File: src/hw/rtl/assert_macros.svh
// assertion macros shared by the rtl of the indexed min priority queue
// depends on nothing; define NO_ASSERTIONS to compile them away
`ifndef ASSERT_MACROS_SVH
`define ASSERT_MACROS_SVH
`ifndef NO_ASSERTIONS
// expression holds at every clock edge out of reset
`define ASSERT_ALWAYS(lbl, clk, rstn, expr) \
    lbl: assert property (@(posedge clk) disable iff (!rstn) (expr)) \
        else $error("assertion failed");
// antecedent in one cycle implies consequent in the next
`define ASSERT_NEXT(lbl, clk, rstn, ante, cons) \
    lbl: assert property (@(posedge clk) disable iff (!rstn) (ante) |=> (cons)) \
        else $error("assertion failed");
`else
`define ASSERT_ALWAYS(lbl, clk, rstn, expr)
`define ASSERT_NEXT(lbl, clk, rstn, ante, cons)
`endif
`endif

File: src/hw/rtl/impq_pkg.sv
// types, codes and sizes of the indexed min priority queue
// depends on nothing
package impq_pkg;

    localparam int HEAP_DEPTH = 64;
    localparam int ID_COUNT   = 64;
    localparam int KEY_BITS   = 32;
    localparam int PAY_BITS   = 32;
    localparam int ID_BITS    = 6;
    localparam int IDX_BITS   = 6;
    localparam int SLOT_BITS  = 7;

    typedef enum logic [2:0] {
        CMD_ENQ    = 3'd0,
        CMD_DEQ    = 3'd1,
        CMD_REWGT  = 3'd2,
        CMD_PEEK   = 3'd3,
        CMD_LOOKUP = 3'd4,
        CMD_CLEAR  = 3'd5
    } cmd_t;

    typedef enum logic [2:0] {
        ST_OK      = 3'd0,
        ST_EMPTY   = 3'd1,
        ST_UNKNOWN = 3'd2,
        ST_FULL    = 3'd3,
        ST_PRESENT = 3'd4
    } status_t;

    typedef enum logic [4:0] {
        OP_NONE, OP_LOAD, OP_SET_STATUS, OP_ENQ, OP_CLEAR, OP_RD_ROOT,
        OP_DEQ_GONE, OP_DEQ_LAST, OP_DEQ_KEY, OP_RW_RD, OP_RW_SET,
        OP_LK_RD, OP_LK_SET, OP_UP_RD, OP_UP_PID, OP_UP_MOVE,
        OP_DN_RD, OP_DN_A, OP_DN_B, OP_DN_MOVE, OP_FIN_W,
        OP_HEAD_ID, OP_HEAD_KEY, OP_PUBLISH
    } dp_op_t;

    typedef enum logic [4:0] {
        S_IDLE, S_CHECK, S_DEQ_GONE, S_DEQ_LAST, S_DEQ_KEY, S_RW, S_LK,
        S_UP_CHK, S_UP_PID, S_UP_CMP, S_DN_CHK, S_DN_A, S_DN_B, S_DN_C,
        S_FIN_W, S_HEAD, S_HEAD_ID, S_HEAD_KEY, S_DONE
    } ctrl_state_t;

    typedef struct packed {
        dp_op_t  op;
        status_t code;
    } dp_cmd_t;

    typedef struct packed {
        cmd_t cmd;
        logic held;
        logic empty;
        logic full;
        logic at_root;
        logic no_child;
        logic key_less;
        logic dn_stop;
    } dp_stat_t;

endpackage

File: src/hw/rtl/impq_ctrl.sv
// controller: command sequencer and result handshake
// depends on impq_pkg and assert_macros.svh
`include "assert_macros.svh"
module impq_ctrl import impq_pkg::*; (
    input  logic     aclk,
    input  logic     aresetn,
    input  logic     s_valid,
    output logic     s_ready,
    output logic     m_valid,
    input  logic     m_ready,
    input  dp_stat_t dp_stat,
    output dp_cmd_t  dp_cmd
);

    ctrl_state_t state_reg, state_next;
    logic        m_valid_reg, m_valid_next;
    logic        publish;

    assign s_ready = (state_reg == S_IDLE);
    assign m_valid = m_valid_reg;
    assign publish = (state_reg == S_DONE) && (!m_valid_reg || m_ready);

    always_comb begin
        state_next = state_reg;
        unique case (state_reg)
            S_IDLE:     if (s_valid) state_next = S_CHECK;
            S_CHECK: begin
                state_next = S_HEAD;
                case (dp_stat.cmd)
                    CMD_ENQ:    if (!dp_stat.held && !dp_stat.full) state_next = S_UP_CHK;
                    CMD_DEQ:    if (!dp_stat.empty) state_next = S_DEQ_GONE;
                    CMD_REWGT:  if (dp_stat.held) state_next = S_RW;
                    CMD_LOOKUP: if (dp_stat.held) state_next = S_LK;
                    default: ;
                endcase
            end
            S_DEQ_GONE: state_next = S_DEQ_LAST;
            S_DEQ_LAST: state_next = S_DEQ_KEY;
            S_DEQ_KEY:  state_next = S_DN_CHK;
            S_RW:       state_next = dp_stat.key_less ? S_UP_CHK : S_DN_CHK;
            S_LK:       state_next = S_HEAD;
            S_UP_CHK:   state_next = dp_stat.at_root ? S_FIN_W : S_UP_PID;
            S_UP_PID:   state_next = S_UP_CMP;
            S_UP_CMP:   state_next = dp_stat.key_less ? S_UP_CHK : S_FIN_W;
            S_DN_CHK:   state_next = dp_stat.no_child ? S_FIN_W : S_DN_A;
            S_DN_A:     state_next = S_DN_B;
            S_DN_B:     state_next = S_DN_C;
            S_DN_C:     state_next = dp_stat.dn_stop ? S_FIN_W : S_DN_CHK;
            S_FIN_W:    state_next = S_HEAD;
            S_HEAD:     state_next = dp_stat.empty ? S_DONE : S_HEAD_ID;
            S_HEAD_ID:  state_next = S_HEAD_KEY;
            S_HEAD_KEY: state_next = S_DONE;
            S_DONE:     if (publish) state_next = S_IDLE;
            default:    state_next = S_IDLE;
        endcase
    end

    always_comb begin
        dp_cmd.op   = OP_NONE;
        dp_cmd.code = ST_OK;
        unique case (state_reg)
            S_IDLE:     if (s_valid) dp_cmd.op = OP_LOAD;
            S_CHECK: begin
                case (dp_stat.cmd)
                    CMD_ENQ: begin
                        if (dp_stat.held) begin
                            dp_cmd.op = OP_SET_STATUS; dp_cmd.code = ST_PRESENT;
                        end else if (dp_stat.full) begin
                            dp_cmd.op = OP_SET_STATUS; dp_cmd.code = ST_FULL;
                        end else begin
                            dp_cmd.op = OP_ENQ;
                        end
                    end
                    CMD_DEQ, CMD_PEEK: begin
                        if (dp_stat.empty) begin
                            dp_cmd.op = OP_SET_STATUS; dp_cmd.code = ST_EMPTY;
                        end else if (dp_stat.cmd == CMD_DEQ) begin
                            dp_cmd.op = OP_RD_ROOT;
                        end
                    end
                    CMD_REWGT, CMD_LOOKUP: begin
                        if (!dp_stat.held) begin
                            dp_cmd.op = OP_SET_STATUS; dp_cmd.code = ST_UNKNOWN;
                        end else if (dp_stat.cmd == CMD_REWGT) begin
                            dp_cmd.op = OP_RW_RD;
                        end else begin
                            dp_cmd.op = OP_LK_RD;
                        end
                    end
                    CMD_CLEAR: dp_cmd.op = OP_CLEAR;
                    default: ;
                endcase
            end
            S_DEQ_GONE: dp_cmd.op = OP_DEQ_GONE;
            S_DEQ_LAST: dp_cmd.op = OP_DEQ_LAST;
            S_DEQ_KEY:  dp_cmd.op = OP_DEQ_KEY;
            S_RW:       dp_cmd.op = OP_RW_SET;
            S_LK:       dp_cmd.op = OP_LK_SET;
            S_UP_CHK:   if (!dp_stat.at_root) dp_cmd.op = OP_UP_RD;
            S_UP_PID:   dp_cmd.op = OP_UP_PID;
            S_UP_CMP:   if (dp_stat.key_less) dp_cmd.op = OP_UP_MOVE;
            S_DN_CHK:   if (!dp_stat.no_child) dp_cmd.op = OP_DN_RD;
            S_DN_A:     dp_cmd.op = OP_DN_A;
            S_DN_B:     dp_cmd.op = OP_DN_B;
            S_DN_C:     if (!dp_stat.dn_stop) dp_cmd.op = OP_DN_MOVE;
            S_FIN_W:    dp_cmd.op = OP_FIN_W;
            S_HEAD:     if (!dp_stat.empty) dp_cmd.op = OP_RD_ROOT;
            S_HEAD_ID:  dp_cmd.op = OP_HEAD_ID;
            S_HEAD_KEY: dp_cmd.op = OP_HEAD_KEY;
            S_DONE:     if (publish) dp_cmd.op = OP_PUBLISH;
            default: ;
        endcase
    end

    always_comb begin
        m_valid_next = m_valid_reg;
        if (publish) begin
            m_valid_next = 1'b1;
        end else if (m_ready) begin
            m_valid_next = 1'b0;
        end
    end

    always_ff @(posedge aclk) begin
        if (!aresetn) begin
            state_reg   <= S_IDLE;
            m_valid_reg <= 1'b0;
        end else begin
            state_reg   <= state_next;
            m_valid_reg <= m_valid_next;
        end
    end

    `ASSERT_NEXT(a_busy_after_accept, aclk, aresetn, s_valid && s_ready, !s_ready)
    `ASSERT_NEXT(a_publish_shows, aclk, aresetn, publish, m_valid && s_ready)

endmodule

File: config.mk
export PLATFORM = sky130hd
export DESIGN_NAME = impq_ctrl
export DESIGN_NICKNAME = d
export VERILOG_FILES = /design/src/hw/rtl/impq_pkg.sv /design/src/hw/rtl/impq_ctrl.sv
export VERILOG_INCLUDE_DIRS = /design/src /design/src/hw/rtl
export SDC_FILE = /design/constraint.sdc
export NUM_CORES = 1
export LEC_CHECK = 0
export ABC_AREA = 1
export BUFFER_PORTS_ARGS = -buffer_cell sky130_fd_sc_hd__buf_2
export CAP_MARGIN = 25
export CORE_ASPECT_RATIO = 0.9
export CORE_MARGIN = 1.5
export CORE_UTILIZATION = 46
export CTS_CLUSTER_SIZE = 40
export DETAILED_ROUTE_END_ITERATION = 10
export GPL_TIMING_DRIVEN = 0
export PLACE_DENSITY = 0.72
export SLEW_MARGIN = 15
export SYNTH_ARGS = -nofsm -noshare
export SYNTH_HDL_FRONTEND = slang
export SYNTH_SLANG_ARGS = --single-unit
File: constraint.sdc
create_clock -name aclk -period 1.1 [get_ports aclk]
set_input_delay 0.055 -clock aclk [delete_from_list [all_inputs] [get_ports aclk]]
set_output_delay 0.055 -clock aclk [all_outputs]
set_load 0.005 [all_outputs]
==> out/results.txt, run 1 <==
Fin. max-slew vios = 0
Sw Share = 54.4%
Clk_skew = 0.00647 ns
Sw Pwr = 1530 µW
WS Path Type = reg2out
CP Launch Type = register
Global-route wire length before repair = 4840 µm
Ys async rst share = 0%
Final Hold Fails = 0
Max Clk Rate = 624 MHz
Die Height = 44.2 µm
Cell Area, Synth = 868 µm²
Largest family of logic cells by synthesized area = simple AND/OR/NAND/NOR gates
Clk pin slew, worst setup/hold paths = 0.04 ns
Worst slew pin tran = 0.312 ns
Initial antenna violation count = 0
Total negative slack = -4.87 ns
Status = finished, violations left
Tot GR Track Use = 29.1%
YS warnings = 0
Reg power frac = 16.8%
Area share of fa/ha/maj cells after synthesis = 0%
Pwr Total = 2820 µW
Gpl congestion = 0.942
Area taken by multi-input logic gates = 828 µm²
Final worst path period share = 146%
Num rows = 14
Core ar. = 0.00172 mm²
Synth area leaders = nand2_1, nand3_1, dfxtp_1, nor2_1, inv_1
CTS buffer count = 3
Final nets = 216
GRT overflow = 0
EDFF count, synth = 0
Die W = 48.8 µm
Sequential Area = 135 µm²
Layout cells sized above 1 = 45.5%
Seq/Total Area, Yosys = 13.8%
Most Crowded Layer GR = met2
Met3 Use GR = 8.11%
Initial DRC count = 62
Tmin final = 1.60 ns
GR Layer Usage met2 = 48.2%
Cell leakage power = 0.000681 µW
Clk Tree Root Cell = clkbuf_4
Post-synthesis average cell area = 5.33 µm²
IO buf count = 23
Antenna Violating Nets Remaining = 0
CTS tree = yes
Routed wire per std cell = 15.5 µm
Worst-path fanout max = 3
Commonest non-fill, non-tap cells in the layout = nand2_1, buf_2, nor2_1
Setup slack after layout = -0.504 ns
Met1 Resource Use GR = 37.9%
CTS H-tree depth = 1
Worst Hold Slack = 0.0403 ns
Number of synthesized register bits = 6
Slew headroom = 79.1%
Non-Filler Instances = 224
Internal power = 1280 µW
Clk buf depth = 2
Ys flop type = dfxtp_1
Initial Utilization = 50.6%
Violated checks = setup timing
Post-synth net total = 177
CP Capture Type = output port
Pre-CTS setup slack = -0.349 ns
Clk sink count = 6
Die Area = 0.00216 mm²
Skew-Pair Late Insertion Delay = 0.25 ns
Clock Power Share = 7.3%
Placed insts = 210
Vias = 1347
Synth top area share = 16.0%
CP arrival = 1.55 ns
Vias per inst = 6.01
ANT cells = 0
XOR/XNOR Fraction of Synth Area = 0%
Setup violations, final = 14
Hold crit path type = in2reg
Power Dens Cells = 2110 mW/mm²
Most common cell after layout, fill and taps aside = nand2_1
Mux contribution to synthesized area = 0%
Synth Area in Compound Gates = 12.1%
Max-cap violations = 0
Initial DRT Pass Iterations = 6
Simple-gate share of the synthesized area = 62.5%
DRC Markers = 0
Dominant cell type by area after synthesis = nand2_1
Worst Path Required = 1.04 ns
Netlist cell types = 23
Area Growth Syn to Fin = 54.0%
Post-Syn Instances = 163
Max reg flops = 5
# IOs = 24
Filler cells = 129
Max IR drop VDD = 1310 µV
RSZ-0062 raised after global routing = yes
Largest net degree at the start of global routing = 9
Final WL = 3470 µm
Dpl hpwl = 2160 µm
Number of global-route vias before repair = 1126
Logic pwr share = 75.9%
-- power by group through the flow --
stage | logic [µW] | clock network, µW | registers [µW]
after floorplan | 1110 | 0 | 379
after global placement | 1520 | 0 | 386
after detailed placement | 1520 | 0 | 389
after CTS | 1760 | 204 | 445
after global routing | 2300 | 220 | 485
final | 2140 | 207 | 473
-- worst max-delay path: stages (launching register included) --
cell	delay, ns
dfxtp_4	0.36
inv_4	0.10
nand2_8	0.08
nor2_4	0.15
nand2_1	0.14
o21ai_1	0.21
nor2_1	0.09
nand3_1	0.08
buf_2	0.11
-- layer usage --
layer	share of wire, %	wire length, µm	up-vias
met5	0	0	-
met4	3.2	111	0
met3	12	427	20
met2	46	1600	101
met1	38	1330	611
li1	-	-	615
-- cells in the mapped netlist (2+ instances only) --
library cell  instances
nand3_2               2
nand3_1              25
nand2_2               2
o21ai_0               8
nor2_1               29
o21ai_1               2
inv_2                 2
a21oi_1               6
inv_1                22
nor2_4                3
nand2_1              37
nand4_1               5
nor3_1                3
nor2_2                3
dfxtp_1               6
-- logic make-up after synthesis --
logic type | after synthesis
and+or+nand+nor | 112
AOI/OAI and AO/OA | 19
buffers and inverters | 26
DFF | 6
-- worst paths after layout --
kind | start | end | slack [ns] | cells past startpoint
hold reg to reg | m_valid$_SDFFE_PN0P_ | m_valid$_SDFFE_PN0P_ | 0.66 | 4
setup reg to reg | state_reg[4]$_SDFFE_PN0P_ | state_reg[2]$_SDFFE_PN0P_ | -0.35 | 9
hold / removal | aresetn | state_reg[1]$_SDFFE_PN0P_ | 0.04 | 3
setup / recovery | state_reg[1]$_SDFFE_PN0P_ | dp_cmd[3] | -0.50 | 8
-- area by class of cell --
type	instances	share of cell area, %
Multi-Input combinational cell	131	61.9
Timing Repair Buffer	34	15.3
Sequential cell	6	10.1
Inverter	25	7.86
Tap cell	24	2.25
Clock buffer	3	1.68
Buffer	1	0.842
-- timing repair --
action	CTS	global route
gates cloned	0	0
setup buffers	5	6
endpoints found under the setup margin	14	14
pin swaps	13	15
hold buffers	0	0
resized for setup	40	19
-- metrics by stage --
stage                     util, %  area (µm²)
after floorplan                 -         890
after global placement       60.3        1030
after detailed placement     60.3        1030
after CTS                    70.7        1210
after global routing         77.9        1340
final                        77.9        1340
Power figures use the tool's default switching activity.
==> inputs of run 2 (changes only) <==
Settings changed: REMOVE_ABC_BUFFERS from default to 1.
==> out/results.txt, run 2 (same netlist as run 1, synthesis figures left out) <==
ANT cells = 0 (unchanged)
Number of global-route vias before repair = 1096 (was 1126)
Clk_skew = 0.00284 ns (was 0.00647 ns)
Initial DRC count = 114 (was 62)
CP Capture Type = output port (unchanged)
Final nets = 218 (was 216)
Placed insts = 209 (was 210)
Initial Utilization = 50.6% (unchanged)
Tmin final = 1.65 ns (was 1.60 ns)
Gpl congestion = 0.965 (was 0.942)
Vias = 1371 (was 1347)
GRT overflow = 0 (unchanged)
CTS buffer count = 3 (unchanged)
WS Path Type = reg2out (unchanged)
Reg2reg end = state_reg[0]$_SDFFE_PN0P_ (was state_reg[2]$_SDFFE_PN0P_)
Worst Path Required = 1.04 ns (about the same)
Most common cell after layout, fill and taps aside = nand2_1 (unchanged)
# IOs = 24 (unchanged)
Sw Pwr = 1550 µW (was 1530 µW)
Worst Hold Slack = 0.0587 ns (was 0.0403 ns)
Final Hold Fails = 0 (unchanged)
CP arrival = 1.59 ns (was 1.55 ns)
Max-cap violations = 0 (unchanged)
Max reg flops = 5 (unchanged)
CTS H-tree depth = 1 (unchanged)
Fin. max-slew vios = 0 (unchanged)
Clk Tree Root Cell = clkbuf_4 (unchanged)
Routed wire per std cell = 16.5 µm (was 15.5 µm)
Die W = 48.8 µm (unchanged)
Vias per inst = 6.07 (was 6.01)
Commonest non-fill, non-tap cells in the layout = nand2_1, buf_2, nand3_1 (was nand2_1, buf_2, nor2_1)
Dpl hpwl = 2210 µm (was 2160 µm)
Internal power = 1380 µW (was 1280 µW)
Status = finished, violations left (unchanged)
Worst R2R Path Depth = 8 (was 9)
Max IR drop VDD = 1720 µV (was 1310 µV)
Power Dens Cells = 2140 mW/mm² (was 2110 mW/mm²)
Logic pwr share = 77.3% (was 75.9%)
Worst reg2reg path startpoint = state_reg[2]$_SDFFE_PN0P_ (was state_reg[4]$_SDFFE_PN0P_)
CTS tree = yes (unchanged)
Layout cells sized above 1 = 49.5% (was 45.5%)
Pwr Total = 2930 µW (was 2820 µW)
Skew-Pair Late Insertion Delay = 0.25 ns (about the same)
Global-route wire length before repair = 4810 µm (was 4840 µm)
Worst hold stages = 3 (unchanged)
Largest net degree at the start of global routing = 9 (unchanged)
IO buf count = 23 (unchanged)
Die Height = 44.2 µm (unchanged)
Clk sink count = 6 (unchanged)
Initial DRT Pass Iterations = 7 (was 6)
RSZ-0062 raised after global routing = yes (unchanged)
Non-Filler Instances = 226 (was 224)
Setup violations, final = 14 (unchanged)
HP Start = aresetn (unchanged)
CP Launch Type = register (unchanged)
Final worst path period share = 150% (was 146%)
Violated checks = setup timing (unchanged)
Clock Power Share = 7.7% (was 7.3%)
Final WL = 3730 µm (was 3470 µm)
Slew headroom = 81.6% (was 79.1%)
Sw Share = 52.9% (was 54.4%)
Initial antenna violation count = 0 (unchanged)
Clk pin slew, worst setup/hold paths = 0.05 ns (was 0.04 ns)
Max Clk Rate = 606 MHz (was 624 MHz)
Num rows = 14 (unchanged)
Cell leakage power = 0.000703 µW (was 0.000681 µW)
Worst-path fanout max = 7 (was 3)
Setup slack after layout = -0.550 ns (was -0.504 ns)
Hold crit path type = in2reg (unchanged)
Area Growth Syn to Fin = 57.6% (was 54.0%)
Die Area = 0.00216 mm² (unchanged)
Hold Crit Endpoint = state_reg[1]$_SDFFE_PN0P_ (unchanged)
Antenna Violating Nets Remaining = 0 (unchanged)
Tot GR Track Use = 28.5% (was 29.1%)
Clk buf depth = 2 (unchanged)
Core ar. = 0.00172 mm² (unchanged)
Worst reg-to-reg setup slack = -0.30 ns (was -0.35 ns)
DRC Markers = 0 (unchanged)
Pre-CTS setup slack = -0.377 ns (was -0.349 ns)
Worst slew pin tran = 0.274 ns (was 0.312 ns)
Reg power frac = 15.0% (was 16.8%)
Filler cells = 126 (was 129)
## run 2: metal layers
| layer | up-vias | wire length [µm] | share of wire (%) | GRT usage, % |
|---|---|---|---|---|
| li1 | 615 | - | - | - |
| met1 | 608 | 1360 | 36 | 38.6 |
| met2 | 116 | 1690 | 45 | 46.3 |
| met3 | 32 | 428 | 11 | 6.42 |
| met4 | 0 | 259 | 6.9 | 7.43 |
| met5 | - | 0 | 0 | 0 |
## run 2: per-stage QoR
step / area [µm²] / util, % / TNS (ns)
after floorplan: 863 / - / -0.374
after global placement: 1010 / 58.7 / -3.49
after detailed placement: 1010 / 58.7 / -3.54
after CTS: 1170 / 68.1 / -4.08
after global routing: 1370 / 79.7 / -5.12
final: 1370 / 79.7 / -4.49
## run 2: final cells by class
class	count	area (µm²)	area share [%]
repair buffers	37	251	18.4
well taps	24	30.0	2.19
multi-input cells	131	823	60.1
clock buffers	3	22.5	1.65
flip-flops and latches	6	136	9.96
inverters	25	105	7.68
## run 2: power groups by stage
stage	Combinational [µW]	Clock, µW	Sequential (µW)
detailed placement	1480	0	366
global placement	1480	0	364
CTS	1780	215	401
finish	2270	225	441
global route	2420	239	453
floorplan	1080	0	354
## run 2: worst max path at each step
| stage | start | to | slack [ns] | depth (start not counted) |
|---|---|---|---|---|
| 3_3_place_gp | state_reg[1]$_SDFFE_PN0P_ | dp_cmd[5] | -0.38 | 7 |
| 5_1_grt | state_reg[0]$_SDFFE_PN0P_ | dp_cmd[5] | -0.60 | 7 |
| 2_1_floorplan | state_reg[4]$_SDFFE_PN0P_ | state_reg[1]$_SDFFE_PN0P_ | -0.12 | 9 |
| 6_report | state_reg[0]$_SDFFE_PN0P_ | dp_cmd[5] | -0.55 | 7 |
| 4_1_cts | state_reg[1]$_SDFFE_PN0P_ | dp_cmd[4] | -0.42 | 8 |
| 3_5_place_dp | state_reg[1]$_SDFFE_PN0P_ | dp_cmd[5] | -0.38 | 7 |
## run 2: what timing repair did
item | CTS | global route
resized for setup | 31 | 42
hold buffers | 0 | 0
setup buffers | 6 | 8
pin swaps | 9 | 14
gates cloned | 0 | 0
setup endpoints to repair | 14 | 14
## run 2: worst max-delay path, stage by stage (launching register included)
cell	delay (ns)
dfxtp_4	0.41
nand2_4	0.07
nor2_4	0.21
nand2_2	0.10
o21ai_2	0.23
nor2_1	0.11
o2111ai_2	0.07
buf_2	0.14
